[config.mk]
export PLATFORM = sky130hd
export DESIGN_NAME = overwriting_ring_fifo_rewind
export DESIGN_NICKNAME = d
export VERILOG_FILES = /design/src/rtl/core/orfr_pkg.sv /design/src/rtl/core/overwriting_ring_fifo_rewind.sv /design/src/rtl/core/orfr_ram.sv /design/src/rtl/core/orfr_ctrl.sv /design/src/rtl/core/orfr_dp.sv
export SDC_FILE = /design/constraint.sdc
export NUM_CORES = 2
export LEC_CHECK = 0
export BUFFER_PORTS_ARGS = -buffer_cell sky130_fd_sc_hd__buf_2
export CORE_UTILIZATION = 50
export DETAILED_ROUTE_END_ITERATION = 6
export GPL_ROUTABILITY_DRIVEN = 0
export PLACE_DENSITY_LB_ADDON = 0.15
export SLEW_MARGIN = 20
export SYNTH_ARGS = -nofsm -noshare
export SYNTH_HDL_FRONTEND = slang
export SYNTH_SLANG_ARGS = --single-unit
[constraint.sdc]
create_clock -name i_clk -period 9.6 [get_ports i_clk]
set_input_delay 1.92 -clock i_clk [delete_from_list [all_inputs] [get_ports i_clk]]
set_output_delay 1.92 -clock i_clk [all_outputs]
set_load 0.02 [all_outputs]
[src/rtl/core/orfr_pkg.sv]
// ----------------------------------------------------------------------------
// orfr_pkg
// Shared types and constants for the overwriting ring FIFO with rewind.
// ----------------------------------------------------------------------------
package orfr_pkg;

    // store geometry
    localparam int DEPTH   = 64;
    localparam int PTR_W   = $clog2(DEPTH);
    localparam int CNT_W   = PTR_W + 1;
    localparam int SMP_W   = 24;
    localparam int TOT_W   = 32;
    localparam int KIND_W  = 3;

    // operation codes carried in the kind field
    typedef enum logic [KIND_W-1:0] {
        KIND_PUSH      = 3'd0,
        KIND_POP       = 3'd1,
        KIND_PEEK      = 3'd2,
        KIND_REWIND    = 3'd3,
        KIND_FLUSH     = 3'd4,
        KIND_OVF_CLR   = 3'd5,
        KIND_TOTAL_CLR = 3'd6
    } t_kind;

    // controller states
    typedef enum logic [1:0] {
        ST_IDLE = 2'd0,
        ST_EXEC = 2'd1,
        ST_OUT  = 2'd2
    } t_state;

    // controller to datapath commands
    typedef struct packed {
        logic capture;   // latch the input word and launch the store read
        logic exec;      // apply the operation and load the result
    } t_cmd;

endpackage

[src/rtl/core/overwriting_ring_fifo_rewind.sv]
// ----------------------------------------------------------------------------
// overwriting_ring_fifo_rewind
// Ring FIFO of raw 24-bit samples that overwrites the oldest entry when full,
// with pop, peek, rewind, flush and flag/total maintenance operations.
// ----------------------------------------------------------------------------
//  channel | handshake               | words
//  --------+-------------------------+------------------------------------------
//  input   | i_in_valid / o_in_stall | kind, sample_raw, peek_offset, rewind_steps
//  output  | o_out_valid/i_out_stall | ok, read_sample, rewound, fill_count,
//          |                         | is_full, overflowed, data_ready, push_total
//
//  A word passes through accept, execute and present in turn. The store's
//  registered read port sets the execute cycle after the accept.
//  A stalled result holds the block; the next word is taken once it leaves.
//  Synchronous active-low reset; the store reads as zero after reset through
//  per-entry valid bits, so no clearing pass is needed.
// ----------------------------------------------------------------------------
module overwriting_ring_fifo_rewind
    import orfr_pkg::*;
(
    input  logic              i_clk,
    input  logic              i_rst_n,
    input  logic              i_in_valid,
    output logic              o_in_stall,
    input  logic [KIND_W-1:0] i_kind,
    input  logic [SMP_W-1:0]  i_sample_raw,
    input  logic [PTR_W-1:0]  i_peek_offset,
    input  logic [CNT_W-1:0]  i_rewind_steps,
    output logic              o_out_valid,
    input  logic              i_out_stall,
    output logic              o_ok,
    output logic [SMP_W-1:0]  o_read_sample,
    output logic [CNT_W-1:0]  o_rewound,
    output logic [CNT_W-1:0]  o_fill_count,
    output logic              o_is_full,
    output logic              o_overflowed,
    output logic              o_data_ready,
    output logic [TOT_W-1:0]  o_push_total
);

    t_cmd cmd;

    // sequencer
    orfr_ctrl u_ctrl (
        .i_clk       (i_clk),
        .i_rst_n     (i_rst_n),
        .i_in_valid  (i_in_valid),
        .i_out_stall (i_out_stall),
        .o_in_stall  (o_in_stall),
        .o_out_valid (o_out_valid),
        .o_cmd       (cmd)
    );

    // datapath
    orfr_dp u_dp (
        .i_clk          (i_clk),
        .i_rst_n        (i_rst_n),
        .i_cmd          (cmd),
        .i_kind         (i_kind),
        .i_sample_raw   (i_sample_raw),
        .i_peek_offset  (i_peek_offset),
        .i_rewind_steps (i_rewind_steps),
        .o_ok           (o_ok),
        .o_read_sample  (o_read_sample),
        .o_rewound      (o_rewound),
        .o_fill_count   (o_fill_count),
        .o_is_full      (o_is_full),
        .o_overflowed   (o_overflowed),
        .o_data_ready   (o_data_ready),
        .o_push_total   (o_push_total)
    );

endmodule

[src/rtl/core/orfr_ram.sv]
// ----------------------------------------------------------------------------
// orfr_ram
// Generic single write port, single read port RAM with registered read.
// ----------------------------------------------------------------------------
module orfr_ram #(
    parameter int WIDTH = 8,
    parameter int DEPTH = 16
) (
    input  logic                     i_clk,
    input  logic                     i_we,
    input  logic [$clog2(DEPTH)-1:0] i_waddr,
    input  logic [WIDTH-1:0]         i_wdata,
    input  logic                     i_re,
    input  logic [$clog2(DEPTH)-1:0] i_raddr,
    output logic [WIDTH-1:0]         o_rdata
);

    logic [WIDTH-1:0] r_mem [DEPTH];
    logic [WIDTH-1:0] r_rdata;

    // write port
    always_ff @(posedge i_clk) begin
        if (i_we) begin
            r_mem[i_waddr] <= i_wdata;
        end
    end

    // registered read port
    always_ff @(posedge i_clk) begin
        if (i_re) begin
            r_rdata <= r_mem[i_raddr];
        end
    end

    assign o_rdata = r_rdata;

endmodule

[src/rtl/core/orfr_ctrl.sv]
// ----------------------------------------------------------------------------
// orfr_ctrl
// Sequencer: accept one word, execute it, hold the result until taken.
// ----------------------------------------------------------------------------
module orfr_ctrl
    import orfr_pkg::*;
(
    input  logic i_clk,
    input  logic i_rst_n,
    input  logic i_in_valid,
    input  logic i_out_stall,
    output logic o_in_stall,
    output logic o_out_valid,
    output t_cmd o_cmd
);

    t_state r_state;
    t_state n_state;

    // state register
    always_ff @(posedge i_clk) begin
        if (!i_rst_n) begin
            r_state <= ST_IDLE;
        end else begin
            r_state <= n_state;
        end
    end

    // next state
    always_comb begin
        n_state = r_state;
        unique case (r_state)
            ST_IDLE: begin
                if (i_in_valid) n_state = ST_EXEC;
            end
            ST_EXEC: begin
                n_state = ST_OUT;
            end
            ST_OUT: begin
                if (!i_out_stall) n_state = ST_IDLE;
            end
            default: begin
                n_state = ST_IDLE;
            end
        endcase
    end

    // outputs
    always_comb begin
        o_in_stall    = 1'b1;
        o_out_valid   = 1'b0;
        o_cmd.capture = 1'b0;
        o_cmd.exec    = 1'b0;
        unique case (r_state)
            ST_IDLE: begin
                o_in_stall    = 1'b0;
                o_cmd.capture = i_in_valid;
            end
            ST_EXEC: begin
                o_cmd.exec = 1'b1;
            end
            ST_OUT: begin
                o_out_valid = 1'b1;
            end
            default: begin
                o_in_stall = 1'b1;
            end
        endcase
    end

endmodule

[src/rtl/core/orfr_dp.sv]
// ----------------------------------------------------------------------------
// orfr_dp
// Datapath: pointers, fill count, flags, push total, sample store and the
// result registers.
// ----------------------------------------------------------------------------
module orfr_dp
    import orfr_pkg::*;
(
    input  logic              i_clk,
    input  logic              i_rst_n,
    input  t_cmd              i_cmd,
    input  logic [KIND_W-1:0] i_kind,
    input  logic [SMP_W-1:0]  i_sample_raw,
    input  logic [PTR_W-1:0]  i_peek_offset,
    input  logic [CNT_W-1:0]  i_rewind_steps,
    output logic              o_ok,
    output logic [SMP_W-1:0]  o_read_sample,
    output logic [CNT_W-1:0]  o_rewound,
    output logic [CNT_W-1:0]  o_fill_count,
    output logic              o_is_full,
    output logic              o_overflowed,
    output logic              o_data_ready,
    output logic [TOT_W-1:0]  o_push_total
);

    // architectural state
    logic [PTR_W-1:0] r_wp, n_wp;
    logic [PTR_W-1:0] r_rp, n_rp;
    logic [CNT_W-1:0] r_cnt, n_cnt;
    logic             r_ovf, n_ovf;
    logic             r_rdy, n_rdy;
    logic [TOT_W-1:0] r_total, n_total;
    logic [DEPTH-1:0] r_vld;

    // latched word
    t_kind            r_kind;
    logic [SMP_W-1:0] r_sample;
    logic [PTR_W-1:0] r_offset;
    logic [CNT_W-1:0] r_steps;
    logic             r_rd_vld;

    // result registers
    logic             r_ok, n_ok;
    logic [SMP_W-1:0] r_rd, n_rd;
    logic [CNT_W-1:0] r_rew, n_rew;

    // store interface
    logic [PTR_W-1:0] raddr;
    logic [SMP_W-1:0] ram_rdata;
    logic [SMP_W-1:0] rd_word;
    logic             ram_we;

    // rewind limit
    logic [CNT_W-1:0] held;
    logic [CNT_W-1:0] limit;
    logic [CNT_W-1:0] rew_amt;

    // peek reads at an offset from the tail, everything else at the tail
    assign raddr = (t_kind'(i_kind) == KIND_PEEK) ? r_rp + i_peek_offset : r_rp;

    // never-written entries read as zero
    assign rd_word = r_rd_vld ? ram_rdata : '0;

    assign ram_we = i_cmd.exec && (r_kind == KIND_PUSH);

    orfr_ram #(
        .WIDTH (SMP_W),
        .DEPTH (DEPTH)
    ) u_store (
        .i_clk   (i_clk),
        .i_we    (ram_we),
        .i_waddr (r_wp),
        .i_wdata (r_sample),
        .i_re    (i_cmd.capture),
        .i_raddr (raddr),
        .o_rdata (ram_rdata)
    );

    // capture the input word
    always_ff @(posedge i_clk) begin
        if (i_cmd.capture) begin
            r_kind   <= t_kind'(i_kind);
            r_sample <= i_sample_raw;
            r_offset <= i_peek_offset;
            r_steps  <= i_rewind_steps;
            r_rd_vld <= r_vld[raddr];
        end
    end

    // rewind limit: retained entries minus unread, floored at zero
    always_comb begin
        held    = (r_total >= TOT_W'(DEPTH)) ? CNT_W'(DEPTH) : r_total[CNT_W-1:0];
        limit   = (held > r_cnt) ? held - r_cnt : '0;
        rew_amt = (r_steps > limit) ? limit : r_steps;
    end

    // operation
    always_comb begin
        n_wp    = r_wp;
        n_rp    = r_rp;
        n_cnt   = r_cnt;
        n_ovf   = r_ovf;
        n_rdy   = r_rdy;
        n_total = r_total;
        n_ok    = 1'b0;
        n_rd    = '0;
        n_rew   = '0;
        case (r_kind)
            KIND_PUSH: begin
                n_total = r_total + 1'b1;
                n_wp    = r_wp + 1'b1;
                n_rdy   = 1'b1;
                if (r_cnt < CNT_W'(DEPTH)) begin
                    n_cnt = r_cnt + 1'b1;
                    n_ok  = 1'b1;
                end else begin
                    n_rp  = r_rp + 1'b1;
                    n_ovf = 1'b1;
                end
            end
            KIND_POP: begin
                if (r_cnt != '0) begin
                    n_rd  = rd_word;
                    n_rp  = r_rp + 1'b1;
                    n_cnt = r_cnt - 1'b1;
                    n_ok  = 1'b1;
                end
            end
            KIND_PEEK: begin
                if ({1'b0, r_offset} < r_cnt) begin
                    n_rd = rd_word;
                    n_ok = 1'b1;
                end
            end
            KIND_REWIND: begin
                n_rew = rew_amt;
                n_rp  = r_rp - rew_amt[PTR_W-1:0];
                n_cnt = r_cnt + rew_amt;
            end
            KIND_FLUSH: begin
                n_wp  = '0;
                n_rp  = '0;
                n_cnt = '0;
                n_ovf = 1'b0;
                n_rdy = 1'b0;
            end
            KIND_OVF_CLR: begin
                n_ovf = 1'b0;
            end
            KIND_TOTAL_CLR: begin
                n_total = '0;
            end
            default: begin
                n_ok = 1'b0;
            end
        endcase
    end

    // state update
    always_ff @(posedge i_clk) begin
        if (!i_rst_n) begin
            r_wp    <= '0;
            r_rp    <= '0;
            r_cnt   <= '0;
            r_ovf   <= 1'b0;
            r_rdy   <= 1'b0;
            r_total <= '0;
            r_vld   <= '0;
        end else if (i_cmd.exec) begin
            r_wp    <= n_wp;
            r_rp    <= n_rp;
            r_cnt   <= n_cnt;
            r_ovf   <= n_ovf;
            r_rdy   <= n_rdy;
            r_total <= n_total;
            if (ram_we) begin
                r_vld[r_wp] <= 1'b1;
            end
        end
    end

    // result registers
    always_ff @(posedge i_clk) begin
        if (i_cmd.exec) begin
            r_ok  <= n_ok;
            r_rd  <= n_rd;
            r_rew <= n_rew;
        end
    end

    assign o_ok          = r_ok;
    assign o_read_sample = r_rd;
    assign o_rewound     = r_rew;
    assign o_fill_count  = r_cnt;
    assign o_is_full     = (r_cnt == CNT_W'(DEPTH));
    assign o_overflowed  = r_ovf;
    assign o_data_ready  = r_rdy;
    assign o_push_total  = r_total;

endmodule
==> Yosys cells after proc, flatten, opt, wreduce, memory -nomap -nowiden <==
Memory sizes are Yosys's and may differ from the RTL's. A register that Yosys moved wholly into a read port is not among the register bits.
Cells that the tools add are included.
{ "word_totals": {"output_inout_bits": 76, "word_cells": 103, "inputBits": 44, "mem_bits_rw": 1536, "register_bits": 192, "n_memories": 1} }
{ "op_classes": {"add_sub_neg": 9, "n_reduce_logical": 17, "mux": 36, "n_eq_ne": 15, "bitwise_logic": 1, "n_lt_le_gt_ge": 8} }
{ "memory_table": {"columns": ["memory", "depth", "word_bits", "rd", "rd_clocked_by_memory_dff", "wr", "line", "text"], "rows": [
  ["u_dp.u_store.r_mem", 64, 24, 1, 1, 1, "orfr_ram.sv:18", "logic [WIDTH-1:0] r_mem [DEPTH];"]
]} }
{ "op_table": {"columns": ["operator", "count"], "rows": [
  ["two-way mux 24 bit", 3],
  ["bitwise OR 64 bit", 1],
  ["one-hot mux 32 bit (2 select lines)", 1],
  ["one-hot mux 24 bit (2 select lines)", 1],
  ["two-way mux 7 bit", 5],
  ["adder 32 x 1 -> 32 bit, second input constant", 1],
  ["greater-or-equal comparator 32 x 7 -> 1 bit, second input constant", 1],
  ["one-hot mux 7 bit (4 select lines)", 1],
  ["one-hot mux 6 bit (4 select lines)", 1],
  ["two-way mux 6 bit", 3],
  ["> comparator 7 bit", 2],
  ["less-than comparator 6 x 7 -> 1 bit, second input constant", 2],
  ["adder 6 x 1 -> 6 bit, second input constant", 2],
  ["two-way mux 1 bit", 12],
  ["one-hot mux 6 bit (2 select lines)", 1],
  ["== test 3 x 2 -> 1 bit, second input constant", 3],
  ["== test 3 bit, second input constant", 3],
  ["!= test 2 bit, second input constant", 4],
  ["AND reduction 2 bit", 4],
  ["AND reduction 4 bit", 2],
  ["adder 7 x 1 -> 7 bit, second input constant", 1],
  ["adder 7 bit", 1],
  ["== test 7 bit, second input constant", 1],
  ["less-than comparator 6 x 7 -> 1 bit", 1],
  ["other kinds (24)", 29]
]} }

==> Depth between registers and ports, before layout <==
{ "depth": {"word_depth": 8, "ltp_mapped": 33, "depth_no_buf": 31} }

==> Modules after synthesis <==
Synthesis repeated with hierarchy kept, for this count alone.
{ "hier_totals": {"cells_unflattened": 3635, "hier_area_um2": 69517.9} }
{ "by_module_without_submodules": {"columns": ["module", "instances", "area_per_inst_um2", "cells_per_inst", "seq_area_each_um2"], "rows": [
  ["orfr_ram", 1, 59535.8, 2610, 46844.9],
  ["orfr_dp", 1, 9865.7, 1015, 4534.3],
  ["orfr_ctrl", 1, 116.4, 10, 40.0]
]} }

==> Worst setup path before layout <==
OpenSTA, ideal clock, no wires.
{ "synth_timing": {"path_type": "reg-to-reg", "from": "register u_dp.r_total[22], in the netlist u_dp.o_push_total[22]", "to": "register u_dp.r_cnt[6], in the netlist u_dp.o_fill_count[6]", "setup_time_ns": 0.075, "period_less_slack_ns": 5.839, "t_arrival_ns": 5.764, "path_stages_with_launch": 34, "slack_ns": 3.761, "cell_sequence": "dfxtp_1 -> clkbuf_1 -> nor4_1 -> nand3_1 -> nor2_1 -> inv_1 -> nor2_1 -> ha_1 -> nor2b_1 -> o21a_1 -> o21a_1 -> o31a_1 -> nand2_1 -> ha_1 -> nor2b_1 -> o21a_1 -> o21ai_0 -> a21oi_1 -> nor2_1 -> clkbuf_1 -> nor2_1 -> mux2i_1 -> nand2_1 -> ha_1 -> inv_1 -> fa_1 -> nor2b_1 -> o21ai_0 -> a21boi_0 -> o21a_1 -> nor3_1 -> or3b_2 -> mux2_2 -> o21ai_0"} }
{ "synth_via": {"elab_chain_len": 8, "word_cells_on_any_way": 9, "classes_between": "add/sub: 2; order compare: 3; mux: 4"} }
{ "synth_lines": {"columns": ["item", "line", "text"], "rows": [
  ["start: declaration", "orfr_dp.sv:32", "logic [TOT_W-1:0] r_total, n_total;"],
  ["start signal: assignment", "orfr_dp.sv:175", "r_total <= n_total;"],
  ["greater-or-equal comparator 32 x 7 -> 1 bit (*)", "orfr_dp.sv:92", "held = (r_total >= TOT_W'(DEPTH)) ? CNT_W'(DEPTH) : r_total[CNT_W-1:0];"],
  ["two-way mux 7 bit (*)", "orfr_dp.sv:92", null],
  ["subtractor 7 bit / > comparator 7 bit (equally long branches)", "orfr_dp.sv:93", "limit = (held > r_cnt) ? held - r_cnt : '0;"],
  ["two-way mux 7 bit (*)", "orfr_dp.sv:93", null],
  ["> comparator 7 bit", "orfr_dp.sv:94", "rew_amt = (r_steps > limit) ? limit : r_steps;"],
  ["two-way mux 7 bit (*)", "orfr_dp.sv:94", null],
  ["adder 7 bit (*)", "orfr_dp.sv:138", "n_cnt = r_cnt + rew_amt;"],
  ["one-hot mux 7 bit (4 select lines) (*)", "orfr_dp.sv:108", "case (r_kind)"],
  ["end signal: assignment", "orfr_dp.sv:172", "r_cnt <= n_cnt;"],
  ["end: declaration", "orfr_dp.sv:29", "logic [CNT_W-1:0] r_cnt, n_cnt;"]
]} }
Every way passes the cells marked *; elsewhere a longest branch is shown, timed or not.
A chain may end at the register's enable or synchronous reset.

==> Worst setup path in the final report <==
{ "layout_timing": {"from": "register u_dp.r_total[6], in the netlist u_dp.o_push_total[6]", "to": "register u_dp.r_cnt[6], in the netlist u_dp.o_fill_count[6]"} }
{ "layout_via": {"elab_chain_len": 8, "word_cells_on_any_way": 9, "classes_between": "add/sub: 2; order compare: 3; mux: 4"} }
{ "layout_lines": {"columns": ["item", "line"], "rows": [
  ["greater-or-equal comparator 32 x 7 -> 1 bit", "orfr_dp.sv:92"],
  ["two-way mux 7 bit (*)", "orfr_dp.sv:92"],
  ["subtractor 7 bit / > comparator 7 bit (equally long branches)", "orfr_dp.sv:93"],
  ["two-way mux 7 bit (*)", "orfr_dp.sv:93"],
  ["> comparator 7 bit", "orfr_dp.sv:94"],
  ["two-way mux 7 bit (*)", "orfr_dp.sv:94"],
  ["adder 7 bit (*)", "orfr_dp.sv:138"],
  ["one-hot mux 7 bit (4 select lines) (*)", "orfr_dp.sv:108"]
]} }
Marked as above.

==> implementation parameters <==
Parameter                              Value

Timing
  Setup repair after global routing missed its margin ... no
  Worst Slack Setup Final ... 2.73 ns
  Tcrit/Tclk final ... 71.6%
  Slew at the pin closest to its max-slew limit ... 1.15 ns
  Count of pins over their slew limit ... 0
  Total Neg Setup Slack ... 0 ns
  Worst-case clock skew ... 0.0301 ns
  Max-slew headroom at the worst pin ... 22.4%
  Maximum achievable frequency ... 0.146 GHz
  Setup-violating endpoint count in the final report ... 0
  Tmin final ... 6.87 ns
  Number of endpoints with negative hold slack in the final report ... 0

Synthesis
  Cells taking the most area after synthesis ... edfxtp_1 (70%), nand2_1 (7.0%), nand3_1 (3.7%)
  Mean Syn Cell Area ... 13.4 sq um
  Number of distinct library cells after synthesis ... 74
  Proportion of netlist area held by the largest area contributor ... 70.4%
  Most frequently used flop master after synthesis ... edfxtp_1
  Fraction of the yosys area taken by sequential cells ... 73.8%
  Number of standard cells after synthesis ... 5201
  Yosys Warn Count ... 0
  Number of synthesized flops with an enable pin ... 1633
  Cell accounting for the most synthesized area ... edfxtp_1
  Post-synthesis async set-or-reset flop share ... 0%
  Flop and latch count out of synthesis ... 1752
  Total nets after synthesis ... 5287
  Cell Area, Synth ... 0.0697 sq mm

Floorplanning
  Vertical die dimension ... 375 microns
  Core area ... 0.138 sq mm
  Chip Width ... 375 microns
  Number of rows created at floorplan ... 136
  Initial cell density of the core ... 50.6%
  Count of pins on the block boundary ... 120
  Die area ... 0.141 sq mm

Power
  Leak pwr ... 26.1 nW
  VDD IR max ... 0.155 mV
  P per Cell Area ... 202 mW/mm^2
  Power after layout ... 0.0158 W

Flow run
  Maximum capacitance violations ... 0

Place
  Dpl ws ... 2.79 ns
  Sum of net half-perimeters after detailed placement ... 105000 microns
  Number of buffer cells added on primary ports ... 119

Critical path
  Reg-to-reg setup timing slack ... 2.73 ns
  Origin of the critical flop-to-flop path ... u_dp.o_push_total[6]
  Data required time of the critical path ... 10.32 ns
  Combined buffer and inverter count along the critical path ... 2
  Cell family contributing the most delay on the critical path ... simple AND/OR/NAND/NOR gates
  R2R depth ... 31
  Master of the slowest instance on the critical path ... nor2_1
  Crit path from ... u_dp.o_push_total[6]
  Critical path capture point type ... register
  Setup Crit Path Kind ... register to register
  Endpoint of the lowest-slack register-to-register path ... u_dp.o_fill_count[6]
  Worst Path Arrival ... 7.59 ns
  Maximum fanout along the worst path ... 13
  Startpoint Class ... register
  Largest stage delay, worst path ... 0.56 ns

Hold path
  HP Start ... u_dp.r_vld[35]
  Sink of the worst hold path ... u_dp.r_vld[35]
  Class of the worst hold path ... register to register
  Instance count along the most critical hold path ... 1

Global routing
  Remaining global-route overflow ... 0
  All-Layer GR Usage ... 27.2%
  Maximum number of pins on one net before global-route repair ... 169
  Wire length of the first global-routing pass ... 280000 microns
  Number of antenna violations at the first check in global routing ... 6
  Via count of the first global-routing pass ... 41100

Drt
  Via-per-instance ratio ... 6.02
  Remaining routing DRC violations ... 0
  Antenna Violating Nets Remaining ... 0
  Initial drt markers ... 5379
  Total length of routed wires ... 194000 microns
  Detailed Routing Iterations Pass 1 ... 6
  Routed WL per cell ... 26.8 microns
  Number of vias after detailed routing ... 43700

Clocking
  CTS sink count ... 1752
  # Post-CTS Setup Buffers ... 0
  Clock root buffer ... clkbuf_16
  Clock Tree Buf Depth ... 3
  Hold-fix buffers at CTS ... 0
  Inserted Clock Buffers ... 175
  Count of instances resized after the clock tree is built ... 0
  CTS tree ... yes
  Worst-Skew Late Latency ... 0.82 ns
  CTS H-tree lvls ... 4
  Post-CTS clock slew at the launch and capture registers of the worst setup and hold paths ... 0.06 ns

Layout
  Fillcell total ... 11100
  Layout net count ... 5398
  Area delta synth->final ... 12.2%
  Proportion of layout cells with a drive suffix above 1 ... 11.4%
  Most used cells in the layout excluding fill and tap cells ... edfxtp_1 (1633), nand2_1 (1295), nand3_1 (522)
  Most common cell after layout, fill and taps aside ... edfxtp_1

Run status
  Status ... finished clean
==> area by class of cell <==
type                       instances  area [sq um]  share of cell area [%]
antenna                            1          2.50                 0.00320
clock buffer                     234          4790                    6.12
clock inverter                    90           723                   0.925
inverter                          34           128                   0.163
multi-input combinational       3091         17100                    21.9
sequential                      1752         51400                    65.8
tap                             1794          2240                    2.87
timing repair buffer             258          1750                    2.24
==> layer usage <==
metal / wire length [microns] / global-route usage, % / vias up
met5: 13 / 0 / -
met4: 6790 / 9.83 / 2
met3: 15400 / 4.64 / 317
met2: 92500 / 43.8 / 1902
met1: 79500 / 37.4 / 21900
li1: - / - / 19600
==> how the worst max path moves through the flow <==
stage | cells past startpoint | slack (ns) | endpoint
floorplan | 33 | 3.76 | u_dp.o_fill_count[6]
finish | 31 | 2.73 | u_dp.o_fill_count[6]
global placement | 31 | 2.81 | u_dp.o_fill_count[6]
global route | 31 | 2.06 | u_dp.o_fill_count[6]
detailed placement | 31 | 2.79 | u_dp.o_fill_count[6]
CTS | 31 | 2.77 | u_dp.o_fill_count[6]
==> cells in the mapped netlist (all sizes together) (5+ instances only) <==
library cell / n
clkbuf: 217
a22o: 48
nor4: 35
o21a: 73
or3: 10
and2: 37
nand2b: 8
nor2: 139
and3: 53
ha: 38
a21o: 12
nand2: 1295
a311o: 48
dfxtp: 119
mux2i: 135
nor3b: 5
buf: 107
edfxtp: 1633
nand4: 17
o31a: 6
nand3b: 6
nor2b: 22
inv: 34
a21boi: 6
nor3: 42
o22ai: 25
o21ai: 32
xnor2: 10
a211oi: 30
a31oi: 104
nand3: 522
or3b: 5
a32oi: 100
a21oi: 134
a311oi: 26
xor2: 26
==> state kept, by name, summed over array words and instances, names as in the netlist <==
register / cells
u_dp.u_store.r_mem: 1536
u_dp.r_rd_vld: 1
u_dp.o_overflowed: 1
u_dp.r_steps: 7
u_ctrl.r_state: 2
u_dp.r_vld: 64
u_dp.o_ok: 1
u_dp.r_wp: 6
u_dp.r_kind: 3
u_dp.r_sample: 24
u_dp.o_fill_count: 7
u_dp.o_push_total: 32
u_dp.o_read_sample: 24
u_dp.o_data_ready: 1
u_dp.u_store.o_rdata: 24
u_dp.r_offset: 6
u_dp.o_rewound: 7
u_dp.r_rp: 6
==> worst reg2reg max path, delay by kind of cell (launching register included) <==
| kind | cells | cell delay (ns) |
|---|---|---|
| AND/OR/NAND/NOR | 13 | 2.99 |
| flip-flops | 1 | 0.36 |
| multiplexers | 2 | 0.44 |
| AO/OA/AOI/OAI | 10 | 1.73 |
| buffers and inverters | 2 | 0.19 |
| adder cells (fa/ha/maj) | 4 | 1.09 |
==> kinds of logic (layout without fill, tap and decap cells) <==
kind of cell	count (synthesis)	after routing	share of synthesized area [%]
AO/OA/AOI/OAI	671	671	6.99
XOR/XNOR	36	36	0.463
adder cells (fa/ha/maj)	42	42	0.797
buffers and inverters	358	616	2.13
flip-flops	1752	1752	73.8
multiplexers	137	137	1.97
other	0	1	0
AND/OR/NAND/NOR	2205	2205	13.9
==> where the power goes <==
group | switching [W] | total [W] | leakage [nW] | internal, W
clock network | 0.00288 | 0.00660 | 2.70 | 0.00372
logic | 0.000597 | 0.000792 | 7.74 | 0.000195
registers | 0.0000262 | 0.00843 | 15.7 | 0.00840
==> per-stage QoR <==
stage | utilization, % | area (sq um) | std cells | hold WS [ns]
final | 56.7 | 78200 | 7254 | 0.463
after global routing | 56.7 | 78200 | 7253 | 0.478
after CTS | 56.7 | 78200 | 7253 | 0.466
after detailed placement | 52.7 | 72600 | 6929 | 0.453
after global placement | 52.7 | 72600 | 6929 | 0.446
after floorplan | - | 69700 | 5201 | 0.440
Power figures use the tool's default switching activity.
